`src/hdl/cfso_pkg.sv`:
```
package cfso_pkg;

    // Command codes carried by the input beat.
    localparam logic [1:0] CMD_LOAD   = 2'd0;
    localparam logic [1:0] CMD_REQ    = 2'd1;
    localparam logic [1:0] CMD_SAMPLE = 2'd2;

    // Override percentages.
    localparam int unsigned PCT_W = 7;
    localparam logic [PCT_W-1:0] FULL_PCT   = 7'd100;
    localparam logic [PCT_W-1:0] REDUCE_PCT = 7'd50;
    localparam logic [PCT_W-1:0] ZERO_PCT   = 7'd0;

    // Status codes.
    localparam logic [1:0] ST_NORMAL  = 2'd0;
    localparam logic [1:0] ST_STOP    = 2'd1;
    localparam logic [1:0] ST_REDUCE  = 2'd2;
    localparam logic [1:0] ST_CLEARED = 2'd3;

    // Gain of the quadratic band, fed bit by bit into the divider.
    localparam int unsigned GAIN_BITS = 9;
    localparam logic [GAIN_BITS-1:0] GAIN = 9'd400;

    // Result handed back by the arithmetic unit.
    typedef struct packed {
        logic             done;
        logic [PCT_W-1:0] pct;
    } t_calc_stat;

endpackage

```
`src/hdl/cfso_ram.sv`:
```
module cfso_ram #(
    parameter int WIDTH = 8,
    parameter int DEPTH = 16
) (
    input  logic                                   i_clk,
    input  logic                                   i_we,
    input  logic [((DEPTH > 1) ? $clog2(DEPTH) : 1)-1:0] i_addr,
    input  logic [WIDTH-1:0]                       i_wdata,
    output logic [WIDTH-1:0]                       o_rdata
);

    logic [WIDTH-1:0] r_mem [DEPTH];
    logic [WIDTH-1:0] r_rdata;

    // Single port with registered read.
    always_ff @(posedge i_clk) begin
        if (i_we) begin
            r_mem[i_addr] <= i_wdata;
        end
        r_rdata <= r_mem[i_addr];
    end

    assign o_rdata = r_rdata;

endmodule

```
`src/hdl/cfso_calc.sv`:
```
module cfso_calc #(
    parameter int VALUE_BITS = 24
) (
    input  logic                  i_clk,
    input  logic                  i_rst_n,
    input  logic                  i_start,
    input  logic [VALUE_BITS-1:0] i_mag,
    input  logic [VALUE_BITS-2:0] i_lim,
    output cfso_pkg::t_calc_stat  o_stat
);

    import cfso_pkg::*;

    localparam int LW = VALUE_BITS - 1;
    localparam int PW = 2 * LW;

    localparam logic [2:0] C_IDLE = 3'd0;
    localparam logic [2:0] C_CHK  = 3'd1;
    localparam logic [2:0] C_MULD = 3'd2;
    localparam logic [2:0] C_MULL = 3'd3;
    localparam logic [2:0] C_DIV  = 3'd4;
    localparam logic [2:0] C_DONE = 3'd5;

    logic [2:0]           r_state, n_state;
    logic [VALUE_BITS-1:0] r_mag;
    logic [LW-1:0]        r_lim;
    logic [LW-1:0]        r_diff, n_diff;
    logic [PW-1:0]        r_num, n_num;
    logic [PW-1:0]        r_den, n_den;
    logic [PW:0]          r_rem, n_rem;
    logic [GAIN_BITS-1:0] r_quo, n_quo;
    logic [3:0]           r_bit, n_bit;
    logic                 r_phase, n_phase;
    logic [PCT_W-1:0]     r_pct, n_pct;

    logic [LW-1:0] mul_x;
    logic [PW-1:0] prod;
    logic [PW:0]   trial;
    logic          ge;
    logic [GAIN_BITS-1:0] quo_base;

    // Shared multiplier: squares the distance first, then the limit.
    assign mul_x = (r_state == C_MULD) ? r_diff : r_lim;
    assign prod  = PW'(mul_x) * PW'(mul_x);

    // Shared compare-subtract: one restoring step against the squared limit.
    assign trial    = r_phase ? (r_rem + {1'b0, r_num}) : {r_rem[PW-1:0], 1'b0};
    assign ge       = (trial >= {1'b0, r_den});
    assign quo_base = r_phase ? r_quo : {r_quo[GAIN_BITS-2:0], 1'b0};

    // Sequencer.
    always_comb begin
        n_state = r_state;
        n_diff  = r_diff;
        n_num   = r_num;
        n_den   = r_den;
        n_rem   = r_rem;
        n_quo   = r_quo;
        n_bit   = r_bit;
        n_phase = r_phase;
        n_pct   = r_pct;
        case (r_state)
            C_IDLE: begin
                if (i_start) begin
                    n_state = C_CHK;
                end
            end
            C_CHK: begin
                // Above the limit stops; within half the limit runs at full speed.
                if (r_mag > VALUE_BITS'(r_lim)) begin
                    n_pct   = ZERO_PCT;
                    n_state = C_DONE;
                end else if ({r_mag, 1'b0} <= (VALUE_BITS + 1)'(r_lim)) begin
                    n_pct   = FULL_PCT;
                    n_state = C_DONE;
                end else begin
                    n_diff  = r_lim - r_mag[LW-1:0];
                    n_state = C_MULD;
                end
            end
            C_MULD: begin
                n_num   = prod;
                n_state = C_MULL;
            end
            C_MULL: begin
                n_den   = prod;
                n_rem   = '0;
                n_quo   = '0;
                n_bit   = 4'(GAIN_BITS - 1);
                n_phase = 1'b0;
                n_state = C_DIV;
            end
            C_DIV: begin
                n_rem = ge ? (trial - {1'b0, r_den}) : trial;
                n_quo = quo_base + GAIN_BITS'(ge);
                if (!r_phase && GAIN[r_bit]) begin
                    n_phase = 1'b1;
                end else begin
                    n_phase = 1'b0;
                    if (r_bit == 4'd0) begin
                        n_state = C_DONE;
                    end else begin
                        n_bit = r_bit - 4'd1;
                    end
                end
            end
            C_DONE: begin
                n_state = C_IDLE;
            end
            default: begin
                n_state = C_IDLE;
            end
        endcase
        // The quotient stays below 100, so its low bits are the result.
        if (r_state == C_DIV && n_state == C_DONE) begin
            n_pct = n_quo[PCT_W-1:0];
        end
    end

    always_ff @(posedge i_clk) begin
        if (!i_rst_n) begin
            r_state <= C_IDLE;
        end else begin
            r_state <= n_state;
        end
        if (r_state == C_IDLE && i_start) begin
            r_mag <= i_mag;
            r_lim <= i_lim;
        end
        r_diff  <= n_diff;
        r_num   <= n_num;
        r_den   <= n_den;
        r_rem   <= n_rem;
        r_quo   <= n_quo;
        r_bit   <= n_bit;
        r_phase <= n_phase;
        r_pct   <= n_pct;
    end

    assign o_stat.done = (r_state == C_DONE);
    assign o_stat.pct  = r_pct;

endmodule

```
`src/hdl/contact_force_speed_override_top.sv`:
```
// Contact force speed override. Each input beat either loads a channel's maximum
// limit (which also becomes its active limit), requests a runtime limit (clamped to
// the maximum), or delivers one channel sample. A sample yields 0 above its limit,
// 100 within half of it, and floor(400*((L-|x|)/L)^2) in between; on the beat marked
// last_of_scan the scan minimum goes out with a status (normal, stop, reduce, cleared).
// A sample on an out-of-range channel counts as 100 without the arithmetic; one outside
// the quadratic band is settled by the range check alone, and one inside it passes
// through the shared multiplier (two squarings) and the 12-step serial divider that
// follows it. The input stalls while an item is in work; a finished result waits in
// the output register without holding off the next beat, unless a new scan closes
// before it is taken. Limits read from a channel that was never loaded are undefined.
module contact_force_speed_override_top #(
    parameter int NUM_CHANNELS = 12,
    parameter int VALUE_BITS   = 24
) (
    input  logic                         i_clk,
    input  logic                         i_rst_n,
    input  logic                         i_in_valid,
    output logic                         o_in_stall,
    input  logic [1:0]                   i_cmd,
    input  logic [3:0]                   i_channel,
    input  logic signed [VALUE_BITS-1:0] i_value,
    input  logic                         i_last_of_scan,
    output logic                         o_out_valid,
    input  logic                         i_out_stall,
    output logic [6:0]                   o_override_pct,
    output logic [1:0]                   o_status
);

    import cfso_pkg::*;

    localparam int AW = (NUM_CHANNELS > 1) ? $clog2(NUM_CHANNELS) : 1;
    localparam int CW = (AW > 4) ? AW : 4;
    localparam int LW = VALUE_BITS - 1;

    localparam logic [2:0] S_IDLE = 3'd0;
    localparam logic [2:0] S_REQ  = 3'd1;
    localparam logic [2:0] S_SAMP = 3'd2;
    localparam logic [2:0] S_WAIT = 3'd3;
    localparam logic [2:0] S_FIN  = 3'd4;

    // Negative limits count as zero.
    function automatic logic [LW-1:0] limit_of(input logic [VALUE_BITS-1:0] v);
        return v[VALUE_BITS-1] ? '0 : v[LW-1:0];
    endfunction

    function automatic logic [VALUE_BITS-1:0] magnitude(input logic [VALUE_BITS-1:0] v);
        return v[VALUE_BITS-1] ? (~v + 1'b1) : v;
    endfunction

    logic [2:0]            r_state, n_state;
    logic [AW-1:0]         r_addr;
    logic                  r_ok;
    logic [VALUE_BITS-1:0] r_value;
    logic                  r_last;
    logic [PCT_W-1:0]      r_pct;
    logic [PCT_W-1:0]      r_scan_min;
    logic                  r_contact;
    logic                  r_out_valid;
    logic [PCT_W-1:0]      r_out_pct;
    logic [1:0]            r_out_status;

    logic          accept;
    logic [CW-1:0] in_ch_ext;
    logic [AW-1:0] in_addr;
    logic          in_ok;
    logic [LW-1:0] in_lim;
    logic [LW-1:0] req_lim;
    logic [LW-1:0] req_min;
    logic [AW-1:0] ram_addr;
    logic          max_we;
    logic          act_we;
    logic [LW-1:0] act_wdata;
    logic [LW-1:0] max_rdata;
    logic [LW-1:0] act_rdata;
    logic          calc_start;
    t_calc_stat    calc_stat;
    logic          out_free;
    logic          fin_go;
    logic [PCT_W-1:0] new_min;

    // Input beat decode.
    assign o_in_stall = (r_state != S_IDLE);
    assign accept     = i_in_valid && !o_in_stall;
    assign in_ch_ext  = CW'(i_channel);
    assign in_addr    = in_ch_ext[AW-1:0];
    assign in_ok      = (32'(i_channel) < NUM_CHANNELS);
    assign in_lim     = limit_of(i_value);

    // Limit stores share one address: the beat's channel when idle, else the held one.
    assign ram_addr  = (r_state == S_IDLE) ? in_addr : r_addr;
    assign req_lim   = limit_of(r_value);
    assign req_min   = (req_lim < max_rdata) ? req_lim : max_rdata;
    assign max_we    = accept && (i_cmd == CMD_LOAD) && in_ok;
    assign act_we    = max_we || ((r_state == S_REQ) && r_ok);
    assign act_wdata = (r_state == S_REQ) ? req_min : in_lim;

    cfso_ram #(
        .WIDTH (LW),
        .DEPTH (NUM_CHANNELS)
    ) u_max_ram (
        .i_clk   (i_clk),
        .i_we    (max_we),
        .i_addr  (ram_addr),
        .i_wdata (in_lim),
        .o_rdata (max_rdata)
    );

    cfso_ram #(
        .WIDTH (LW),
        .DEPTH (NUM_CHANNELS)
    ) u_act_ram (
        .i_clk   (i_clk),
        .i_we    (act_we),
        .i_addr  (ram_addr),
        .i_wdata (act_wdata),
        .o_rdata (act_rdata)
    );

    // Per-channel override arithmetic.
    assign calc_start = (r_state == S_SAMP) && r_ok;

    cfso_calc #(
        .VALUE_BITS (VALUE_BITS)
    ) u_calc (
        .i_clk   (i_clk),
        .i_rst_n (i_rst_n),
        .i_start (calc_start),
        .i_mag   (magnitude(r_value)),
        .i_lim   (act_rdata),
        .o_stat  (calc_stat)
    );

    // A closing sample waits until the output register can take its beat.
    assign out_free = !r_out_valid || !i_out_stall;
    assign fin_go   = (r_state == S_FIN) && (!r_last || out_free);
    assign new_min  = (r_pct < r_scan_min) ? r_pct : r_scan_min;

    // Sequencer.
    always_comb begin
        n_state = r_state;
        case (r_state)
            S_IDLE: begin
                if (accept) begin
                    case (i_cmd)
                        CMD_REQ:    n_state = in_ok ? S_REQ : S_IDLE;
                        CMD_SAMPLE: n_state = S_SAMP;
                        default:    n_state = S_IDLE;
                    endcase
                end
            end
            S_REQ:  n_state = S_IDLE;
            S_SAMP: n_state = r_ok ? S_WAIT : S_FIN;
            S_WAIT: n_state = calc_stat.done ? S_FIN : S_WAIT;
            S_FIN:  n_state = fin_go ? S_IDLE : S_FIN;
            default: n_state = S_IDLE;
        endcase
    end

    always_ff @(posedge i_clk) begin
        if (!i_rst_n) begin
            r_state     <= S_IDLE;
            r_scan_min  <= FULL_PCT;
            r_contact   <= 1'b0;
            r_out_valid <= 1'b0;
        end else begin
            r_state <= n_state;
            // The output register empties on a taken beat unless a closing sample refills it.
            if (fin_go && r_last) begin
                r_out_valid <= 1'b1;
            end else if (r_out_valid && !i_out_stall) begin
                r_out_valid <= 1'b0;
            end
            // Fold the sample into the scan; a closing beat emits and restarts it.
            if (fin_go) begin
                if (r_last) begin
                    r_scan_min   <= FULL_PCT;
                    r_out_pct    <= new_min;
                    if (new_min == ZERO_PCT) begin
                        r_out_status <= ST_STOP;
                        r_contact    <= 1'b1;
                    end else if (new_min < REDUCE_PCT) begin
                        r_out_status <= ST_REDUCE;
                        r_contact    <= 1'b1;
                    end else if (r_contact) begin
                        r_out_status <= ST_CLEARED;
                        r_contact    <= 1'b0;
                    end else begin
                        r_out_status <= ST_NORMAL;
                    end
                end else begin
                    r_scan_min <= new_min;
                end
            end
        end
        // Beat holding registers.
        if (accept) begin
            r_addr  <= in_addr;
            r_ok    <= in_ok;
            r_value <= i_value;
            r_last  <= i_last_of_scan;
        end
        if (r_state == S_SAMP && !r_ok) begin
            r_pct <= FULL_PCT;
        end else if (r_state == S_WAIT && calc_stat.done) begin
            r_pct <= calc_stat.pct;
        end
    end

    assign o_out_valid    = r_out_valid;
    assign o_override_pct = r_out_pct;
    assign o_status       = r_out_status;

endmodule
```
`config.mk`:
```
export PLATFORM = sky130hd
export DESIGN_NAME = contact_force_speed_override_top
export DESIGN_NICKNAME = d
export VERILOG_FILES = /design/src/hdl/cfso_pkg.sv /design/src/hdl/cfso_ram.sv /design/src/hdl/cfso_calc.sv /design/src/hdl/contact_force_speed_override_top.sv
export SDC_FILE = /design/constraint.sdc
export NUM_CORES = 2
export LEC_CHECK = 0
export BUFFER_PORTS_ARGS = -buffer_cell sky130_fd_sc_hd__buf_2
export CORE_MARGIN = 2
export CORE_UTILIZATION = 42
export DETAILED_ROUTE_END_ITERATION = 7
export SKIP_LAST_GASP = 1
export SLEW_MARGIN = 20
export SYNTH_ARGS = -nofsm -noshare
export SYNTH_HDL_FRONTEND = slang
export SYNTH_HIERARCHICAL = 1
export SYNTH_SLANG_ARGS = --single-unit
```
`constraint.sdc`:
```
create_clock -name i_clk -period 10.1 [get_ports i_clk]
set_input_delay 1.01 -clock i_clk [delete_from_list [all_inputs] [get_ports i_clk]]
set_output_delay 1.01 -clock i_clk [all_outputs]
set_load 0.01 [all_outputs]
```
# Word level (Yosys, flattened, before mapping)
# Memories as Yosys holds them, arrays and structs flattened. A register that Yosys moved wholly into a read port is not among the register bits.
# Index checks and enable logic that the tools add are counted.
[totals]
reg_bits = 291
latch_bits = 0
ramBits = 552
romBits = 16
out_inout_bits = 11
memories = 3
[mem_list]
columns = ["name", "depth", "word_bits", "read_ports", "rd_ports_with_merged_regs", "wr", "line", "rtl"]
rows = [
  ["u_act_ram.r_mem", 12, 23, 1, 1, 1, "cfso_ram.sv:12", "logic [WIDTH-1:0] r_mem [DEPTH];"],
  ["u_max_ram.r_mem", 12, 23, 1, 1, 1, "cfso_ram.sv:12", ""],
  ["(no name shown)", 16, 1, 1, 1, 0, "cfso_calc.sv:96", "if (!r_phase && GAIN[r_bit]) begin"],
]
[op_classes]
add_sub_neg = 6
mul = 1
div_mod_pow = 0
magnitude_cmp = 8
n_eq_ne = 15
n_shift = 0
mux = 48
bitwise_logic = 3
n_reduce_logical = 37
[op_table]
columns = ["cell", "n"]
rows = [
  ["2-to-1 mux 23 bit", 6],
  ["2-to-1 mux 47 bit", 2],
  ["case mux 47 bit (2 select lines)", 1],
  ["adder 47 x 46 -> 47 bit", 1],
  ["greater-or-equal comparator 47 x 46 -> 1 bit", 1],
  ["subtractor 47 x 46 -> 47 bit", 1],
  ["multiplier 23 x 23 -> 46 bit", 1],
  ["2-to-1 mux 7 bit", 6],
  ["2-to-1 mux 3 bit", 9],
  ["<= comparator 25 x 23 -> 1 bit", 1],
  ["adder 24 x 1 -> 24 bit, second input constant", 1],
  ["greater-than comparator 24 x 23 -> 1 bit", 1],
  ["inverter 24 bit", 1],
  ["< comparator 23 bit", 1],
  ["subtractor 23 bit", 1],
  ["case mux 9 bit (2 select lines)", 1],
  ["2-to-1 mux 4 bit", 4],
  ["case mux 3 bit (5 select lines)", 1],
  ["logical AND 1 bit", 13],
  ["== test 3 x 2 -> 1 bit, second input constant", 4],
  ["== test 3 bit, second input constant", 4],
  ["case mux 3 bit (4 select lines)", 1],
  ["2-to-1 mux 1 bit", 11],
  ["adder 9 x 1 -> 9 bit", 1],
  ["other kinds (25)", 44],
]

# Depth between registers and ports, before layout
[depth]
depth_word = 9
ltp_mapped = 34
depth_no_buf = 32

# Modules after synthesis
# Netlist, hierarchy kept.
[by_module_without_submodules]
columns = ["module", "n_inst", "cells_each", "area_per_inst_um2", "seq_area_each_um2"]
rows = [
  ["cfso_calc", 1, 3276, 30962.2, 6796.5],
  ["cfso_ram", 2, 558, 11145.7, 8748.4],
  ["contact_force_speed_override_top", 1, 457, 4116.4, 1551.5],
]

# Worst setup path before layout
# Ideal clock, no wire load.
[synth_timing]
path_kind = "register to register"
start = "register u_calc.r_state[1]"
end = "register u_calc.r_den[45] (data pin)"
setup_ps = 265
arrival_ps = 9611
required_time_ps = 9835
path_slack_ps = 223
path_stages_with_launch = 29
n_path_buf = 2
period_less_slack_ps = 9877
cell_sequence = "dfxtp_1 nor3b_1 clkbuf_1 clkbuf_1 a21oi_1 nor2_1 inv_1 fa_1 inv_1 fa_1 fa_1 fa_1 fa_1 fa_1 inv_1 fa_1 inv_1 ha_1 nand3_1 or2_0 a21o_1 o21a_1 a31o_2 a21oi_1 a31oi_1 o21ai_1 a41o_1 nor4_1 a311o_1"
[synth_between]
elab_chain_cells = 3
[synth_rtl]
columns = ["item", "line", "rtl"]
rows = [
  ["from (decl)", "cfso_calc.sv:24", "logic [2:0] r_state, n_state;"],
  ["from (signal assigned)", "cfso_calc.sv:124", "r_state <= n_state;"],
  ["== test 3 x 2 -> 1 bit", "cfso_calc.sv:43", "assign mul_x = (r_state == C_MULD) ? r_diff : r_lim;"],
  ["2-to-1 mux 23 bit", "cfso_calc.sv:43", ""],
  ["multiplier 23 x 23 -> 46 bit", "cfso_calc.sv:44", "assign prod = PW'(mul_x) * PW'(mul_x);"],
  ["net u_calc.prod[45]", "cfso_calc.sv:37", "logic [PW-1:0] prod;"],
  ["to (signal assigned)", "cfso_calc.sv:132", "r_den <= n_den;"],
  ["to (decl)", "cfso_calc.sv:29", "logic [PW-1:0] r_den, n_den;"],
]
# The timed path passes the listed nets, and every way through them passes these cells.
# A chain may end at the register's enable or synchronous reset.

# Worst setup path after layout
[layout_timing]
start = "register u_calc.r_state[1]"
end = "register u_calc.r_num[44] (data pin)"
[layout_between]
elab_chain_cells = 3
[layout_rtl]
columns = ["item", "line", "rtl"]
rows = [
  ["== test 3 x 2 -> 1 bit", "cfso_calc.sv:43", ""],
  ["2-to-1 mux 23 bit", "cfso_calc.sv:43", ""],
  ["multiplier 23 x 23 -> 46 bit", "cfso_calc.sv:44", ""],
  ["net u_calc.prod[44]", "cfso_calc.sv:37", ""],
  ["to (signal assigned)", "cfso_calc.sv:131", "r_num <= n_num;"],
  ["to (decl)", "cfso_calc.sv:28", "logic [PW-1:0] r_num, n_num;"],
]
# The timed path passes the listed nets, and every way through them passes these cells.

==> results.toml <==
[outcome]
status = "finished, final reports clean"

[setup_path]
cp_max_fo = 34
critical_path.most_common_cell = "fa_1"
required_ns = 10.53
critPathLaunchType = "flip-flop"
cp_capture_type = "flip-flop"
cp_slowest_cell = "a21o_1"
data_arrival_time_of_the_critical_path_ns = 9.86
crit_family = "adder cells"
criticalPathCategory = "reg2reg"
slowest_delay_ns = 0.67
crit_buf_inv = 6

[drt]
drt_pre_antenna_iters = 8
route.detailed.wl_per_inst_um = 20.90
post_drt_via_cell_ratio = 5.355
drt_iter0_drc = 2589
antenna_violating_nets_post_route = 0
via_count = 36180
routed_wirelength_um = 141200
detail_route.drc_violations = 0

[floorplan]
floorplan.die.height_um = 373.6
die-area_mm2 = 0.1396
start_util_pct = 42.35
floorplan.core_area_mm2 = 0.1355
placementRows = 135
num_io_pins = 46
die_w_um = 373.6

[sta]
post-route-min-period_ns = 9.426
timing.max_slew.rel_slack_pct = 28.22
finalClockSkew_ns = 0.05414
fin_tns_setup_ns = 0
finalMaxSlewViolations = 0
setup_viol = 0
rsz0062_at_grt = "false"
fin_worst_hold_slack_ns = 0.4032
max_freq_ghz = 0.1061
final_min_period_over_clock_period_pct = 93.33
total_count_of_hold_check_failures_in_the_final_report = 0
max_slew.worst_pin.slew_ns = 1.077

[layout]
share_of_final_layout_standard_cells_stronger_than_drive_strength_1_pct = 10.63
flow.area_growth_from_synthesis_pct = 10.02
layout.nets = 5688
post_layout_nonfiller_instances = 6756
finish.instance_area_mm2 = 0.06312
antenna_cells = 0

[clocking]
cts_tree = "yes"
cts_buffers = 92
clk_lat_worst_skew_ns = 0.73
clockBufferDepth = 3
cts-htree-levels = 3
clkSlewWorstSetupHoldPaths_ns = 0.06
cts_root_buffer = "clkbuf_16"
clock_sinks = 886
ctsHoldBuffers = 0

[logic_synthesis]
yosysTopAreaCell = "edfxtp_1"
ys.flop_type = "edfxtp_1"
post_synth.cell_area_avg_um2 = 11.83
synth_edf_count = 810
postSynthNetCount = 5638
yosys_warnings = 6
yosysSeqAreaShare_pct = 45.05
ys_types = 85
yosys-top-cells-area = "edfxtp_1 (42%), fa_1 (14%), ha_1 (7.9%)"
fraction_of_synthesis_flops_using_an_asynchronous_set_or_reset_pin_pct = 0
synth_area_mm2 = 0.05737
syn_inst = 4849
synth_largest_type_area_fraction_pct = 42.40
synth.ff_latch_count = 886

[global_routing]
antenna_found_initial = 1
vias_in_the_first_global_route = 36690
grt_first_pass_wirelength_um = 215600
grt_start_max_net_pins = 86
grt_total_ovfl = 0
global_route.usage.total_pct = 20.10

[placement]
dp_hpwl_um = 101700
dpl_cell_area_mm2 = 0.05975
placed_cells_incl_taps = 6585
buffer_ports.inserted = 45
gp_weighted_congestion = 0.8844

[worst_hold_path]
worst_hold_path_type = "reg2reg"

[power_and_ir_drop]
leakagePower_nw = 26.34
cellPowerDensity_mw_per_mm2 = 241.0
vdd_ir_drop_max_mv = 0.4777

[run]
max-cap-violations = 0
layer usage:
layer,part of all wire [%],routed length (um),GRT usage [%]
met5,0,0,0
met4,3.1,4404,6.249
met3,5.1,7146,3.056
met2,49,69840,34.67
met1,42,59790,26.00
power breakdown:
group          switching [mW]  internal [mW]  total [mW]  leakage, nW
registers              0.0687           4.64        4.71         8.07
clock network            1.50           2.19        3.69         1.61
logic                    4.45           2.36        6.81         16.7
total                    6.02           9.19        15.2         26.3
Yosys cell counts (26+ instances only):
library cell,number
a22o_1,56
clkbuf_1,115
inv_1,697
nor2_1,328
edfxtp_1,810
nand2_1,335
o21a_1,33
mux2_2,131
mux4_2,46
a21o_1,100
nand2b_1,31
nand3_1,64
nor2b_1,79
dfxtp_1,76
xnor2_1,124
mux2i_1,154
nand4_1,33
xor2_1,48
o21bai_1,32
a21oi_1,216
nor3_1,36
ha_1,363
a31oi_1,26
and3_1,30
fa_1,391
o22ai_1,49
o31ai_1,67
o21ai_0,104
path summary, 6_finish.rpt:
path / startpoint / endpoint / slack, ns / cells past startpoint
max reg2reg: u_calc/r_state[1]$_SDFF_PN0_ / u_calc/r_num[44]$_DFFE_PN_ / 0.67 / 27
min: u_act_ram/o_rdata[3]$_DFF_P_ / u_calc/r_lim[3]$_DFFE_PP_ / 0.40 / 0
max: u_calc/r_state[1]$_SDFF_PN0_ / u_calc/r_num[44]$_DFFE_PN_ / 0.67 / 27
min reg2reg: u_act_ram/o_rdata[3]$_DFF_P_ / u_calc/r_lim[3]$_DFFE_PP_ / 0.40 / 0
cell families (layout without fill, tap and decap cells):
logic type / after synthesis / after routing / synth area share, %
AO/OA/AOI/OAI: 810 / 810 / 9.446
XOR/XNOR: 172 / 172 / 2.626
adder cells (fa/ha/maj): 754 / 754 / 21.56
buffers and inverters: 874 / 1000 / 6.035
flip-flops: 886 / 886 / 45.05
multiplexers: 332 / 332 / 7.103
AND/OR/NAND/NOR: 1021 / 1021 / 8.181
cell usage in the layout, fill, tap and decap left out, types with 56 or more instances in the layout:
cell type,count
a21o_1,100
a21oi_1,212
a22o_1,56
buf_4,79
clkbuf_16,92
dfxtp_1,76
edfxtp_1,810
fa_1,391
ha_1,363
inv_1,696
mux2_2,128
mux2i_1,154
nand2_1,334
nand3_1,64
nor2_1,308
nor2b_1,77
o21ai_0,104
o31ai_1,66
xnor2_1,124
worst reg2reg max path: stages (launching register included):
cell	delay, ns
dfxtp_1	0.42
nor3b_2	0.20
buf_4	0.33
a21o_1	0.67
inv_1	0.53
nor2_1	0.32
inv_1	0.10
fa_1	0.50
inv_1	0.06
fa_1	0.52
fa_1	0.44
fa_1	0.54
fa_1	0.44
fa_1	0.56
inv_1	0.06
fa_1	0.55
inv_1	0.06
ha_1	0.35
and2_1	0.18
a22oi_1	0.17
o21ai_0	0.15
o32a_1	0.39
a31oi_1	0.34
o31ai_2	0.22
a21oi_1	0.43
o21bai_1	0.19
a221oi_1	0.34
xnor2_1	0.12
state kept, by name, indices dropped and copies added, names as in the netlist, 2 cells and up, named ones only:
register,flops
r_addr,4
u_calc/r_pct,7
u_max_ram/r_mem,276
u_calc/r_state,3
u_calc/r_quo,7
u_calc/r_num,45
r_pct,7
r_state,3
u_calc/r_lim,23
u_max_ram/o_rdata,23
u_calc/r_mag,24
o_override_pct,7
r_scan_min,7
u_calc/r_bit,4
u_calc/r_den,45
o_status,2
u_calc/r_diff,23
r_value,24
u_act_ram/r_mem,276
u_calc/r_rem,47
u_act_ram/o_rdata,23
cell type report:
| cell class | count | area, um^2 |
|---|---|---|
| fillers | 12320 | 72350 |
| multi-input cells | 3089 | 28240 |
| flip-flops and latches | 886 | 25840 |
| inverters | 706 | 2650 |
| clock buffers | 109 | 2406 |
| well taps | 1781 | 2228 |
| clock inverters | 61 | 930.9 |
| repair buffers | 124 | 818.3 |
metrics by stage:
step                utilization (%)  worst slack (ns)  total power, mW
floorplan                         -            0.2233            9.177
global placement              44.11            0.5965            11.54
detailed placement            44.11            0.4391            11.62
CTS                           46.57            0.3799            15.35
global route                  46.59           0.07815            16.14
finish                        46.59            0.6739            15.21
what timing repair did:
item,CTS,global route
buffers inserted,0,0
resized for setup,0,1
endpoints found under the setup margin,0,10
(Power assumes the default switching activity.)
